===== src/rtl/core/dnd_pkg.sv =====
// shared constants, status codes and controller/datapath interface types
`timescale 1ns / 1ps

package dnd_pkg;

    localparam int PACKET_DEPTH = 512;
    localparam int NAME_DEPTH   = 256;

    localparam int ADDR_W   = 9;
    localparam int BYTE_W   = 8;
    localparam int LEN_W    = 9;
    localparam int POS_W    = 15;
    localparam int PTR_HI_W = 6;
    localparam int EPOCH_W  = 8;

    localparam logic [BYTE_W-1:0] PTR_TAG = 8'hC0;

    localparam logic [1:0] MODE_LOAD   = 2'd0;
    localparam logic [1:0] MODE_DECODE = 2'd1;
    localparam logic [1:0] MODE_READ   = 2'd2;

    localparam logic KIND_DECODE = 1'b0;
    localparam logic KIND_READ   = 1'b1;

    typedef enum logic [1:0] {
        ST_OK       = 2'd0,
        ST_LOOP     = 2'd1,
        ST_RANGE    = 2'd2,
        ST_OVERFLOW = 2'd3
    } status_t;

    typedef struct packed {
        logic    clr_step;
        logic    load_write;
        logic    rd_start;
        logic    dec_start;
        logic    fetch;
        logic    take_zero;
        logic    take_ptr;
        logic    take_len;
        logic    ptr_jump;
        logic    copy_read;
        logic    copy_write;
        logic    set_status;
        status_t code;
        logic    out_dec;
        logic    out_rd;
    } cmd_t;

    typedef struct packed {
        logic clr_last;
        logic pos_oob;
        logic pos1_oob;
        logic byte_zero;
        logic byte_ptr;
        logic visited;
        logic cnt_full;
        logic rem_zero;
        logic out_free;
        logic epoch_max;
    } stat_t;

endpackage


===== src/rtl/core/dnd_ctrl.sv =====
// controller state machine for the label walk, reads and visited-map sweeps
`timescale 1ns / 1ps

module dnd_ctrl (
    input  logic          clk,
    input  logic          rst_n,
    input  logic          in_valid,
    input  logic [1:0]    mode,
    input  dnd_pkg::stat_t stat,
    output dnd_pkg::cmd_t  cmd,
    output logic          in_stall
);

    typedef enum logic [8:0] {
        S_CLEAR   = 9'b000000001,
        S_IDLE    = 9'b000000010,
        S_RD_WAIT = 9'b000000100,
        S_FETCH   = 9'b000001000,
        S_EXAM    = 9'b000010000,
        S_PTR     = 9'b000100000,
        S_LABEL   = 9'b001000000,
        S_COPY    = 9'b010000000,
        S_FINISH  = 9'b100000000
    } state_t;

    state_t state_reg;
    state_t state_next;

    always_ff @(posedge clk or negedge rst_n)
    begin
        if (!rst_n)
        begin
            state_reg <= S_CLEAR;
        end
        else
        begin
            state_reg <= state_next;
        end
    end

    always_comb
    begin
        cmd        = '0;
        cmd.code   = dnd_pkg::ST_OK;
        state_next = state_reg;
        in_stall   = 1'b1;
        case (state_reg)
            S_CLEAR:
            begin
                cmd.clr_step = 1'b1;
                if (stat.clr_last)
                begin
                    state_next = S_IDLE;
                end
            end
            S_IDLE:
            begin
                in_stall = 1'b0;
                if (in_valid)
                begin
                    case (mode)
                        dnd_pkg::MODE_LOAD:
                        begin
                            cmd.load_write = 1'b1;
                        end
                        dnd_pkg::MODE_DECODE:
                        begin
                            cmd.dec_start = 1'b1;
                            state_next    = S_FETCH;
                        end
                        dnd_pkg::MODE_READ:
                        begin
                            cmd.rd_start = 1'b1;
                            state_next   = S_RD_WAIT;
                        end
                        default:
                        begin
                            state_next = S_IDLE;
                        end
                    endcase
                end
            end
            S_RD_WAIT:
            begin
                if (stat.out_free)
                begin
                    cmd.out_rd = 1'b1;
                    state_next = S_IDLE;
                end
            end
            S_FETCH:
            begin
                if (stat.pos_oob)
                begin
                    cmd.set_status = 1'b1;
                    cmd.code       = dnd_pkg::ST_RANGE;
                    state_next     = S_FINISH;
                end
                else
                begin
                    cmd.fetch  = 1'b1;
                    state_next = S_EXAM;
                end
            end
            S_EXAM:
            begin
                cmd.set_status = 1'b1;
                state_next     = S_FINISH;
                if (stat.byte_zero)
                begin
                    if (stat.cnt_full)
                    begin
                        cmd.code = dnd_pkg::ST_OVERFLOW;
                    end
                    else
                    begin
                        cmd.take_zero = 1'b1;
                        cmd.code      = dnd_pkg::ST_OK;
                    end
                end
                else if (stat.byte_ptr)
                begin
                    if (stat.visited)
                    begin
                        cmd.code = dnd_pkg::ST_LOOP;
                    end
                    else if (stat.pos1_oob)
                    begin
                        cmd.code = dnd_pkg::ST_RANGE;
                    end
                    else
                    begin
                        cmd.set_status = 1'b0;
                        cmd.take_ptr   = 1'b1;
                        state_next     = S_PTR;
                    end
                end
                else if (stat.cnt_full)
                begin
                    cmd.code = dnd_pkg::ST_OVERFLOW;
                end
                else
                begin
                    cmd.set_status = 1'b0;
                    cmd.take_len   = 1'b1;
                    state_next     = S_LABEL;
                end
            end
            S_PTR:
            begin
                cmd.ptr_jump = 1'b1;
                state_next   = S_FETCH;
            end
            S_LABEL:
            begin
                if (stat.rem_zero)
                begin
                    state_next = S_FETCH;
                end
                else if (stat.pos_oob)
                begin
                    cmd.set_status = 1'b1;
                    cmd.code       = dnd_pkg::ST_RANGE;
                    state_next     = S_FINISH;
                end
                else
                begin
                    cmd.copy_read = 1'b1;
                    state_next    = S_COPY;
                end
            end
            S_COPY:
            begin
                if (stat.cnt_full)
                begin
                    cmd.set_status = 1'b1;
                    cmd.code       = dnd_pkg::ST_OVERFLOW;
                    state_next     = S_FINISH;
                end
                else
                begin
                    cmd.copy_write = 1'b1;
                    state_next     = S_LABEL;
                end
            end
            S_FINISH:
            begin
                if (stat.out_free)
                begin
                    cmd.out_dec = 1'b1;
                    state_next  = stat.epoch_max ? S_CLEAR : S_IDLE;
                end
            end
            default:
            begin
                state_next = S_CLEAR;
            end
        endcase
    end

endmodule


===== config.mk =====
export PLATFORM = sky130hd
export DESIGN_NAME = dnd_ctrl
export DESIGN_NICKNAME = d
export VERILOG_FILES = /design/src/rtl/core/dnd_pkg.sv /design/src/rtl/core/dnd_ctrl.sv
export SDC_FILE = /design/constraint.sdc
export NUM_CORES = 1
export LEC_CHECK = 0
export BUFFER_PORTS_ARGS = -buffer_cell sky130_fd_sc_hd__buf_4
export CORE_ASPECT_RATIO = 1.1
export CORE_MARGIN = 3
export CORE_UTILIZATION = 35
export DETAILED_ROUTE_END_ITERATION = 8
export PLACE_DENSITY_LB_ADDON = 0.08
export SYNTH_ARGS = -nofsm -noshare
export SYNTH_HDL_FRONTEND = slang
export SYNTH_SLANG_ARGS = --single-unit

===== constraint.sdc =====
create_clock -name clk -period 5.8 [get_ports clk]
set_input_delay 0 -clock clk [delete_from_list [all_inputs] [get_ports clk]]
set_output_delay 0 -clock clk [all_outputs]
set_load 0.02 [all_outputs]

[After elaboration in Yosys (flattened, before gate mapping)]
Index checks and enable logic that the tools add are counted.
Word-level totals
  flip-flop bits (word level): 9
  input bits: 15
  output and inout port bits: 17
  logic and storage cells: 71
Cells by class
  equal/unequal tests: 16
  multiplexer cells: 52
  reduce and logical (&&, ||, !) cells: 2
Operators by type and width (number)
  $mux W9: 12
  $pmux W9 S9: 1
  $pmux W9 S3: 1
  $mux W1: 24
  $mux W3: 7
  $mux W2: 6
  $pmux W3 S4: 1
  $ne A2 B2 Y1 const B: 5
  $eq A9 B1 Y1 const B: 1
  $eq A9 B2 Y1 const B: 1
  $eq A9 B3 Y1 const B: 1
  $eq A9 B4 Y1 const B: 1
  $eq A9 B5 Y1 const B: 1
  $eq A9 B6 Y1 const B: 1
  $eq A9 B7 Y1 const B: 1
  $eq A9 B8 Y1 const B: 1
  $eq A9 B9 Y1 const B: 1
  $reduce_and A5 Y1: 1
  $eq A2 B1 Y1 const B: 1
  $eq A2 B2 Y1 const B: 1
  $logic_not A2 Y1: 1

[Longest topological paths before layout]
Gate-level depths: netlist (run 1).
  word-level depth: 5
  depth in mapped cells: 7

[Worst setup path before layout (run 1)]
Ideal clock, no wire load.
  kind: register -> register
  start point: reg state_reg[7]
  end point: reg state_reg[1]
  library setup time: 0.080 ns
  arrival time: 1.980 ns
  required time: 5.720 ns
  path slack: 3.740 ns
  stages on the path, launching flop included: 8
  cells stage by stage: dfrtp_1 -> buf_6 -> or4_4 -> or4_4 -> nor2b_4 -> inv_2 -> o32a_1 -> o22ai_2
Between the ends
  longest elaborated chain between the ends: 3
  elaborated cells between the ends (all ways): 16
Ends and longest elaborated chain
  from (decl): line dnd_ctrl.sv:26  | state_t state_reg;
  from (signal assigned): line dnd_ctrl.sv:37  | state_reg <= state_next;
  $eq A9 B2 Y1, or another cell as far along: line dnd_ctrl.sv:47  | case (state_reg)
  $ne A2 B2 Y1 (no source line)
  $reduce_and A5 Y1 (no source line)
Several ways; a longest one is shown, not always the timed one.
A chain may end at the register's enable or synchronous reset.

==> results of run 1 <==
==> cell usage after synthesis, types with 2 or more instances <==
cell type,count,area share [%]
xor2_1,3,2.9
o21bai_1,2,1.7
dfrtp_1,8,22
or4_1,2,1.7
o21ai_0,7,3.9
buf_6,2,2.5
nor4_1,3,2.1
nor3_1,8,4.4
nor3b_1,3,2.5
nand3_1,2,1.1
and3_2,3,2.5
nor2_1,10,4.1
or4_4,2,2.5
inv_1,8,3.3
or2_2,3,2.1
clkbuf_1,2,0.83
o22ai_1,2,1.4
a21oi_1,3,1.7
ha_1,3,4.1
nor2b_1,6,4.1
nand2_1,6,2.5
==> power by group <==
group	total (µW)	switching (µW)	internal [µW]
logic	170	82.5	88.0
clock network	46.3	19.9	26.4
registers	106	30.0	75.8
==> path summary, 6_finish.rpt <==
check | cells after the start | to | from
max | 6 | cmd[3] | state_reg[1]$_DFFE_PN0P_
min | 3 | state_reg[6]$_DFFE_PN0P_ | stat[5]
max reg2reg | 5 | state_reg[6]$_DFFE_PN0P_ | state_reg[1]$_DFFE_PN0P_
min reg2reg | 1 | state_reg[0]$_DFFE_PN1P_ | state_reg[0]$_DFFE_PN1P_
max in group asynchronous | 2 | state_reg[0]$_DFFE_PN1P_ | rst_n
min in group asynchronous | 2 | state_reg[6]$_DFFE_PN0P_ | rst_n
==> cell type report <==
class                      instances  area [µm²]
fill                             244        1130
tap                               30        37.5
timing repair buffer              35         273
inverter                           9        33.8
multi-input combinational         90         611
sequential                         9         226
clock buffer                       4        26.3
==> per-stage QoR <==
stage               worst slack [ns]  hold WS [ns]  utilization, %
floorplan                       3.74        -0.296               -
global placement                3.66        -0.175            48.7
detailed placement              3.64        -0.173            48.7
CTS                             3.37        0.0116            51.5
global route                    3.12        0.0446            51.5
finish                          3.38        0.0188            51.5
==> per-layer routing <==
| layer | track usage [%] | vias up | wire (µm) |
|---|---|---|---|
| li1 | - | 483 | - |
| met1 | 19.3 | 409 | 1010 |
| met2 | 28.5 | 24 | 1210 |
| met3 | 1.51 | 0 | 114 |
| met4 | 5.34 | 0 | 0 |
| met5 | 0 | - | 0 |
==> tightest hold or removal path, delay by kind of cell <==
family	cells	cell delay (ns)
buf+inv	1	0.09
simple gates	1	0.09
compound gates	1	0.06
==> logic make-up (layout without fill, tap and decap cells) <==
group	count (synthesis)	count (layout)
buffers and inverters	14	48
muxes	2	2
AOI/OAI and AO/OA	25	25
adders and majority gates	3	3
and+or+nand+nor	56	56
xor gates and xnor gates	4	4
DFF	9	9
==> timing repair <==
item | 4_1_cts | 5_1_grt
buffers inserted | 0 | 0
hold endpoints to repair | 13 | 0
hold buffers | 4 | 0
==> impl_metrics.csv, run 1 <==
group,metric,value,unit
synth,synth_mux_area_share,2.35,%
final_layout,finalNonFillerCells,177,
floorplanning,num_rows,18,
clocking,insertion_delay,0.25,ns
routing,routed_wl,2330,µm
grt,grt_pass1_wl,3800,µm
synth,synth_cells,113,
routing,drt_pass1_iterations,4,
clocking,cts.sinks,9,
worst_setup_path,crit_arrival,2.42,ns
synth,synthAdderAreaFrac,4.15,%
worst_setup_path,cp_top_family,"simple AND/OR/NAND/NOR gates",
placement,placed_area,1140,µm²
synth,synth_compound_area_share,19.4,%
final_layout,largest_reg_flops,9,
outcome,status,"completed",
routing,drcViolationCount,0,
worst_setup_path,critical_path_class,"reg2out",
worst_setup_path,cp.required,5.80,ns
power,leakagePower,0.000574,µW
clocking,cts_resized,0,
floorplanning,start_util,38.6,%
synth,ys.flop_type,"dfrtp_1",
clocking,cts_buffers,3,
routing,routedWlPerCell,13.2,µm
placement,placed_cells,169,
final_layout,area_growth,33.5,%
routing,vias_per_cell,5.18,
power,power,323,µW
worst_setup_path,reg2reg_slack,3.62,ns
grt,grt_pass1_vias,890,
hold_path,hold_class,"in2reg",
worst_setup_path,crit_path_max_fanout,12,
grt,grtUsageTotal,15.9,%
placement,dp_hpwl,1840,µm
synth,syn-mean-instance-area,8.01,µm²
flow_run,drv_cap,0,
synth,synthXorXnorAreaFrac,3.87,%
final_layout,fin_area,1210,µm²
final_layout,fin_nets,166,
floorplanning,die_y,59.3,µm
worst_setup_path,start_kind,"flop",
synth,seq_area_frac_synth,25.0,%
clocking,cts-root-buf,"clkbuf_4",
floorplanning,die_w,54.5,µm
synth,yosysUniqueCellTypes,46,
timing,setup_tns,0,ns
placement,routabilityCongestion,0.835,
timing,rsz0062_at_grt,"no",
timing,setup_violations,0,
timing,max_freq,413,MHz
worst_setup_path,cp_slowest_stage_delay,0.62,ns
grt,antenna_found_initial,0,
timing,final-hold-violation-count,0,
clocking,h-tree-depth,1,
floorplanning,fp.coreArea,2340,µm²
synth,synth_edf_count,0,
final_layout,mostFrequentLayoutCells,"buf_4 (31), nor2_1 (10), inv_1 (8), nor3_1 (8), dfrtp_1 (8)",
floorplanning,ioPinCount,32,
timing,min_period_over_period,41.7,%
worst_setup_path,worstPathBufferInverterCount,1,
synth,yosysWarnings,0,
timing,skew,0.00899,ns
routing,vias,916,
worst_setup_path,cp_slowest_cell,"or4_1",
synth,synth_top_family_by_area,"simple AND/OR/NAND/NOR gates",
timing,drv_slew,0,
final_layout,antenna_cells,0,
worst_setup_path,critical_path.cell_chain,"or4_1 > nor3_2 > nand3_1 > o21ai_0 > o21bai_1 > buf_4",
power,vdd_drop_max,0.182,mV
grt,overflow,0,
power,p_per_area,267,nW/µm²
synth,yosys.area_share.simple,37.8,%
final_layout,layout-drive-gt1-share,35.4,%
worst_setup_path,crit_path_end_kind,"output pin",
final_layout,final_common_cell,"buf_4",
routing,final_antenna_net_count,0,
routing,drtIter0Drc,19,
placement,portBuffers,31,
synth,syn-cell-area,905,µm²
synth,ys_seq_elements,9,
floorplanning,die-area,3230,µm²
timing,worstMarginPinSlew,0.455,ns
grt,grt_max_degree,16,
timing,slew_headroom,69.7,%
synth,ys_async_sr_fraction,100,%
clocking,cts_buffer_depth,2,
clocking,clk_pin_slew,0.06,ns
timing,fin_crit,2.42,ns
synth,synthesis.nets,131,
clocking,cts_tree,"yes",
Note: power is estimated with default switching activity, not from simulation.
==> inputs of run 2 (changes only) <==
==> constraint.sdc (replaced) <==
create_clock -name clk -period 2.25 [get_ports clk]
set_input_delay 0 -clock clk [delete_from_list [all_inputs] [get_ports clk]]
set_output_delay 0 -clock clk [all_outputs]
set_load 0.02 [all_outputs]
==> run 2 against run 1 <==
Against the previous run: final area grew 12%; via count is 13% higher; non-clock buffer count is 13 higher; routed wire length increased by 14%; cell count up 7.3%; highest routed layer is now met4.
==> impl_metrics.csv, run 2 (synthesis gave the netlist of run 1 again) <==
group,metric,value,unit
clocking,insertion_delay,0.26,ns
grt,grt_pass1_vias,1045,
final_layout,final_common_cell,"buf_4",
final_layout,antenna_cells,0,
worst_setup_path,critical_path.cell_chain,"or4_4 > or4_4 > nor2b_4 > and3_2 > buf_4",
timing,max_freq,449,MHz
clocking,cts.sinks,9,
worst_setup_path,start_kind,"flop",
worst_setup_path,cp_common_cell,"or4_4",
timing,min_period_over_period,98.9,%
timing,fin_crit,2.22,ns
timing,slew_headroom,61.3,%
clocking,h-tree-depth,1,
routing,drcViolationCount,0,
floorplanning,fp.coreArea,2340,µm²
grt,grtUsageTotal,18.1,%
timing,skew,0.00856,ns
placement,placed_cells,174,
clocking,cts_buffer_depth,2,
grt,antenna_found_initial,0,
worst_setup_path,crit_arrival,2.22,ns
worst_setup_path,crit_path_max_fanout,6,
floorplanning,num_rows,18,
grt,grt_pass1_wl,4320,µm
final_layout,seqCellArea,233,µm²
timing,drv_slew,0,
final_layout,layout-drive-gt1-share,46.9,%
final_layout,multi_input_area,647,µm²
timing,hold-worst-slack,0.0383,ns
final_layout,fin_area,1350,µm²
timing,worstMarginPinSlew,0.580,ns
flow_run,drv_cap,0,
clocking,cts_buffers,3,
grt,overflow,0,
placement,routabilityCongestion,0.802,
floorplanning,die_w,54.5,µm
routing,vias_per_cell,5.43,
routing,vias,1032,
routing,final_antenna_net_count,0,
power,vdd_drop_max,0.442,mV
floorplanning,start_util,38.6,%
final_layout,finalNonFillerCells,190,
final_layout,largest_reg_flops,9,
placement,dp_hpwl,1990,µm
clocking,clk_pin_slew,0.06,ns
worst_setup_path,cp_slowest_stage_delay,0.57,ns
timing,final-hold-violation-count,0,
worst_setup_path,worstPathBufferInverterCount,1,
final_layout,area_growth,49.4,%
routing,routedWlPerCell,14.0,µm
final_layout,mostFrequentLayoutCells,"buf_4 (43), nor2_1 (10), inv_1 (8), nor3_1 (8), nor2b_1 (6)",
worst_setup_path,cp.required,2.25,ns
clocking,cts-root-buf,"clkbuf_4",
floorplanning,die_y,59.3,µm
worst_setup_path,cp_slowest_cell,"or4_4",
grt,grt_max_degree,16,
worst_setup_path,cp_top_family,"simple AND/OR/NAND/NOR gates",
final_layout,num-fill-cells,222,
final_layout,fin_nets,179,
hold_path,hold_class,"in2reg",
routing,drtIter0Drc,7,
clocking,cts_tree,"yes",
power,p_per_area,718,nW/µm²
worst_setup_path,crit_path_end_kind,"output pin",
timing,setup_violations,0,
power,leakagePower,0.000635,µW
placement,placed_area,1180,µm²
floorplanning,die-area,3230,µm²
routing,routed_wl,2650,µm
timing,rsz0062_at_grt,"yes",
routing,drt_pass1_iterations,4,
worst_setup_path,critical_path_class,"reg2out",
outcome,status,"completed",
placement,portBuffers,31,
power,power,970,µW
floorplanning,ioPinCount,32,
==> run 2: cell count changes in the layout (fill, tap and decap cells not counted), moves of 2 or more <==
cell,delta
buf_4,+12
o21ai_0,-2
dfrtp_2,+5
dfrtp_1,-5
==> run 2: routing by layer <==
metal  vias to the layer above  routed length (µm)  GRT usage [%]
li1                        506                   -              -
met2                        40                1440           34.9
met1                       482                1000           18.1
met5                         -                   0              0
met3                         4                 168           5.04
met4                         0                  41           5.34
==> run 2: metrics by stage <==
stage | setup slack [ns] | TNS, ns | utilization [%]
2_1_floorplan | 0.190 | 0 | -
3_3_place_gp | 0.212 | 0 | 50.3
3_5_place_dp | 0.143 | 0 | 50.3
4_1_cts | 0.0218 | 0 | 55.2
5_1_grt | -0.0578 | -0.166 | 57.7
6_report | 0.0251 | 0 | 57.7
==> run 2: area by class of cell <==
type	count	area share [%]
Inverter	9	2.50
Tap cell	30	2.78
Timing Repair Buffer	48	27.7
Clock buffer	4	1.94
Multi-Input combinational cell	90	47.9
Sequential cell	9	17.2
==> run 2: path summary, 6_finish.rpt <==
| check | cells past startpoint | to | slack, ns | startpoint |
|---|---|---|---|---|
| worst max-delay path | 5 | cmd[13] | 0.03 | state_reg[7]$_DFFE_PN0P_ |
| worst min-delay path | 3 | state_reg[6]$_DFFE_PN0P_ | 0.04 | stat[5] |
| worst max register to register | 7 | state_reg[2]$_DFFE_PN0P_ | 0.14 | state_reg[7]$_DFFE_PN0P_ |
| worst min register to register | 3 | state_reg[6]$_DFFE_PN0P_ | 0.73 | state_reg[4]$_DFFE_PN0P_ |
| max in group asynchronous | 2 | state_reg[0]$_DFFE_PN1P_ | 1.95 | rst_n |
| min in group asynchronous | 2 | state_reg[3]$_DFFE_PN0P_ | 0.09 | rst_n |
==> run 2: where the power goes <==
part / internal, µW / switching, µW
sequential: 195 / 23.5
combinational: 324 / 301
clock: 68.3 / 58.3
total: 588 / 382
==> run 2: worst register-to-register path: cells and delay by family, from the launching register on <==
kind          cells  cell delay [ns]
buf+inv           2             0.21
flops             1             0.42
simple gates      4             1.27
mux               1             0.13
==> run 2: what timing repair did <==
action / 4_1_cts / 5_1_grt
setup buffers: 4 / 4
resized for setup: 6 / 9
endpoints found under the hold margin: 13 / 0
hold buffers: 4 / 0
pin swaps: 0 / 1
endpoints found under the setup margin: 5 / 9
==> inputs of run 3 (changes only) <==
--- a/config.mk
+++ b/config.mk
@@ -11,6 +11,7 @@
 export CORE_UTILIZATION = 35
 export DETAILED_ROUTE_END_ITERATION = 8
 export PLACE_DENSITY_LB_ADDON = 0.08
+export RECOVER_POWER = 100
 export SYNTH_ARGS = -nofsm -noshare
 export SYNTH_HDL_FRONTEND = slang
 export SYNTH_SLANG_ARGS = --single-unit
==> run 3 against run 2 <==
Against the previous run: via count unchanged; critical path type unchanged; routed wire length about the same; core utilization decreased by 0.16 points; highest routed layer unchanged; non-clock buffer count unchanged; die area unchanged; worst hold slack about the same; worst setup slack about the same; first-iteration DRC count unchanged; count of clock-buffer cells in the layout unchanged.
==> impl_metrics.csv, run 3 (synthesis gave the netlist of run 1 again) <==
group,metric,value,unit
routing,routedWlPerCell,14.0,µm
worst_setup_path,reg2reg_slack,0.15,ns
routing,final_antenna_net_count,0,
timing,worstMarginPinSlew,0.576,ns
outcome,status,"completed",
worst_setup_path,cp_top_family,"simple AND/OR/NAND/NOR gates",
placement,portBuffers,31,
final_layout,antenna_cells,0,
worst_setup_path,crit_path_max_fanout,6,
final_layout,final_common_cell,"buf_4",
clocking,cts.sinks,9,
power,p_per_area,720,nW/µm²
power,power,971,µW
final_layout,layout-drive-gt1-share,46.3,%
final_layout,largest_reg_flops,9,
power,combPwrFrac,64.3,%
placement,routabilityCongestion,0.802,
clocking,cts-root-buf,"clkbuf_4",
routing,vias_per_cell,5.43,
worst_setup_path,cp_common_cell,"or4_4",
worst_setup_path,cp.required,2.25,ns
routing,vias,1032,
worst_setup_path,critical_path_class,"reg2out",
timing,max_freq,449,MHz
floorplanning,ioPinCount,32,
clocking,insertion_delay,0.26,ns
power,seqPwrFrac,22.5,%
routing,top_layer,"met4",
routing,drtIter0Drc,7,
timing,final-hold-violation-count,0,
power,vdd_drop_max,0.442,mV
routing,wl_met3,168,µm
routing,wl_met2,1440,µm
worst_setup_path,cp_slowest_cell,"or4_4",
timing,drv_slew,0,
grt,antenna_found_initial,0,
power,leakagePower,0.000631,µW
placement,placed_area,1180,µm²
floorplanning,num_rows,18,
routing,drt-met1-wl,1010,µm
final_layout,fin_area,1350,µm²
timing,setup_violations,0,
routing,routed_wl,2660,µm
grt,overflow,0,
timing,slew_headroom,61.6,%
worst_setup_path,cp_slowest_stage_delay,0.57,ns
power,p_sw,384,µW
placement,dp_hpwl,1990,µm
worst_setup_path,start_kind,"flop",
hold_path,hold_class,"in2reg",
clocking,cts_tree,"yes",
clocking,cts_buffer_depth,2,
flow_run,drv_cap,0,
power,p_clk_share,13.2,%
routing,drcViolationCount,0,
worst_setup_path,crit_path_end_kind,"output pin",
grt,grt_max_degree,16,
final_layout,mostFrequentLayoutCells,"buf_4 (42), nor2_1 (10), inv_1 (8), nor3_1 (8), nor2b_1 (6)",
worst_setup_path,worstPathBufferInverterCount,1,
worst_setup_path,crit_arrival,2.22,ns
worst_setup_path,critical_path.cell_chain,"or4_4 > or4_4 > nor2b_4 > and3_2 > buf_4",
final_layout,area_growth,49.0,%
power,power.internal,587,µW
power,swShare,39.5,%
floorplanning,start_util,38.6,%
timing,fin_crit,2.22,ns
floorplanning,die-area,3230,µm²
grt,grtUsageTotal,18.1,%
clocking,cts_buffers,3,
timing,skew,0.0105,ns
floorplanning,die_y,59.3,µm
final_layout,fin_nets,179,
timing,rsz0062_at_grt,"yes",
floorplanning,die_w,54.5,µm
final_layout,num-fill-cells,222,
clocking,h-tree-depth,1,
clocking,clk_pin_slew,0.06,ns
routing,drt_pass1_iterations,4,
grt,grt_pass1_vias,1045,
floorplanning,fp.coreArea,2340,µm²
grt,grt_pass1_wl,4320,µm
timing,min_period_over_period,98.9,%
run 3: cell types whose count changed in the layout (fill, tap and decap cells not counted):
cell | before | now
buf_4 | 43 | 42
clkbuf_1 | 1 | 2
run 3: routing by layer:
| layer | vias to the layer above | global-route usage (%) |
|---|---|---|
| met2 | 40 | 34.9 |
| met5 | - | 0 |
| met4 | 0 | 5.34 |
| met1 | 482 | 18.1 |
| met3 | 4 | 5.04 |
| li1 | 506 | - |
run 3: area by class of cell:
cell class,count,area [µm²],area share [%]
inverters,9,33.8,2.51
repair buffers,48,370,27.5
well taps,30,37.5,2.79
flip-flops and latches,9,233,17.3
clock buffers,4,26.3,1.95
multi-input cells,90,647,48.0
run 3: worst paths after layout:
check,start,endpoint,cells after the start
min in group asynchronous,rst_n,state_reg[2]$_DFFE_PN0P_,2
min reg2reg,state_reg[4]$_DFFE_PN0P_,state_reg[6]$_DFFE_PN0P_,3
max reg2reg,state_reg[7]$_DFFE_PN0P_,state_reg[2]$_DFFE_PN0P_,7
min,stat[5],state_reg[6]$_DFFE_PN0P_,3
max,state_reg[7]$_DFFE_PN0P_,cmd[13],5
max in group asynchronous,rst_n,state_reg[4]$_DFFE_PN0P_,2
run 3: worst min-delay path: stages:
cell and delay, ns:
buf_4 0.09, or3_1 0.10, a21oi_1 0.07
run 3: power by group through the flow:
stage | clock [µW] | combinational (µW) | sequential [µW]
2_1_floorplan | 0 | 378 | 214
3_3_place_gp | 0 | 528 | 222
4_1_cts | 130 | 570 | 219
3_5_place_dp | 0 | 533 | 221
6_report | 128 | 624 | 219
5_1_grt | 140 | 684 | 223
run 3: repair_timing:
action | 4_1_cts | 5_1_grt
hold endpoints to repair | 13 | 0
hold buffers | 4 | 0
setup buffers | 4 | 4
pin swaps | 0 | 1
gates resized for setup | 6 | 9
endpoints found under the setup margin | 5 | 9
run 3: through the flow:
stage	std cells	setup slack, ns	hold slack [ns]	utilization [%]	TNS, ns
after floorplan	113	0.190	-0.296	-	0
after global placement	174	0.212	-0.173	50.3	0
after detailed placement	174	0.143	-0.174	50.3	0
after CTS	186	0.0218	0.0358	55.2	0
after global routing	190	-0.0578	0.0324	57.5	-0.166
final	190	0.0250	0.0383	57.5	0
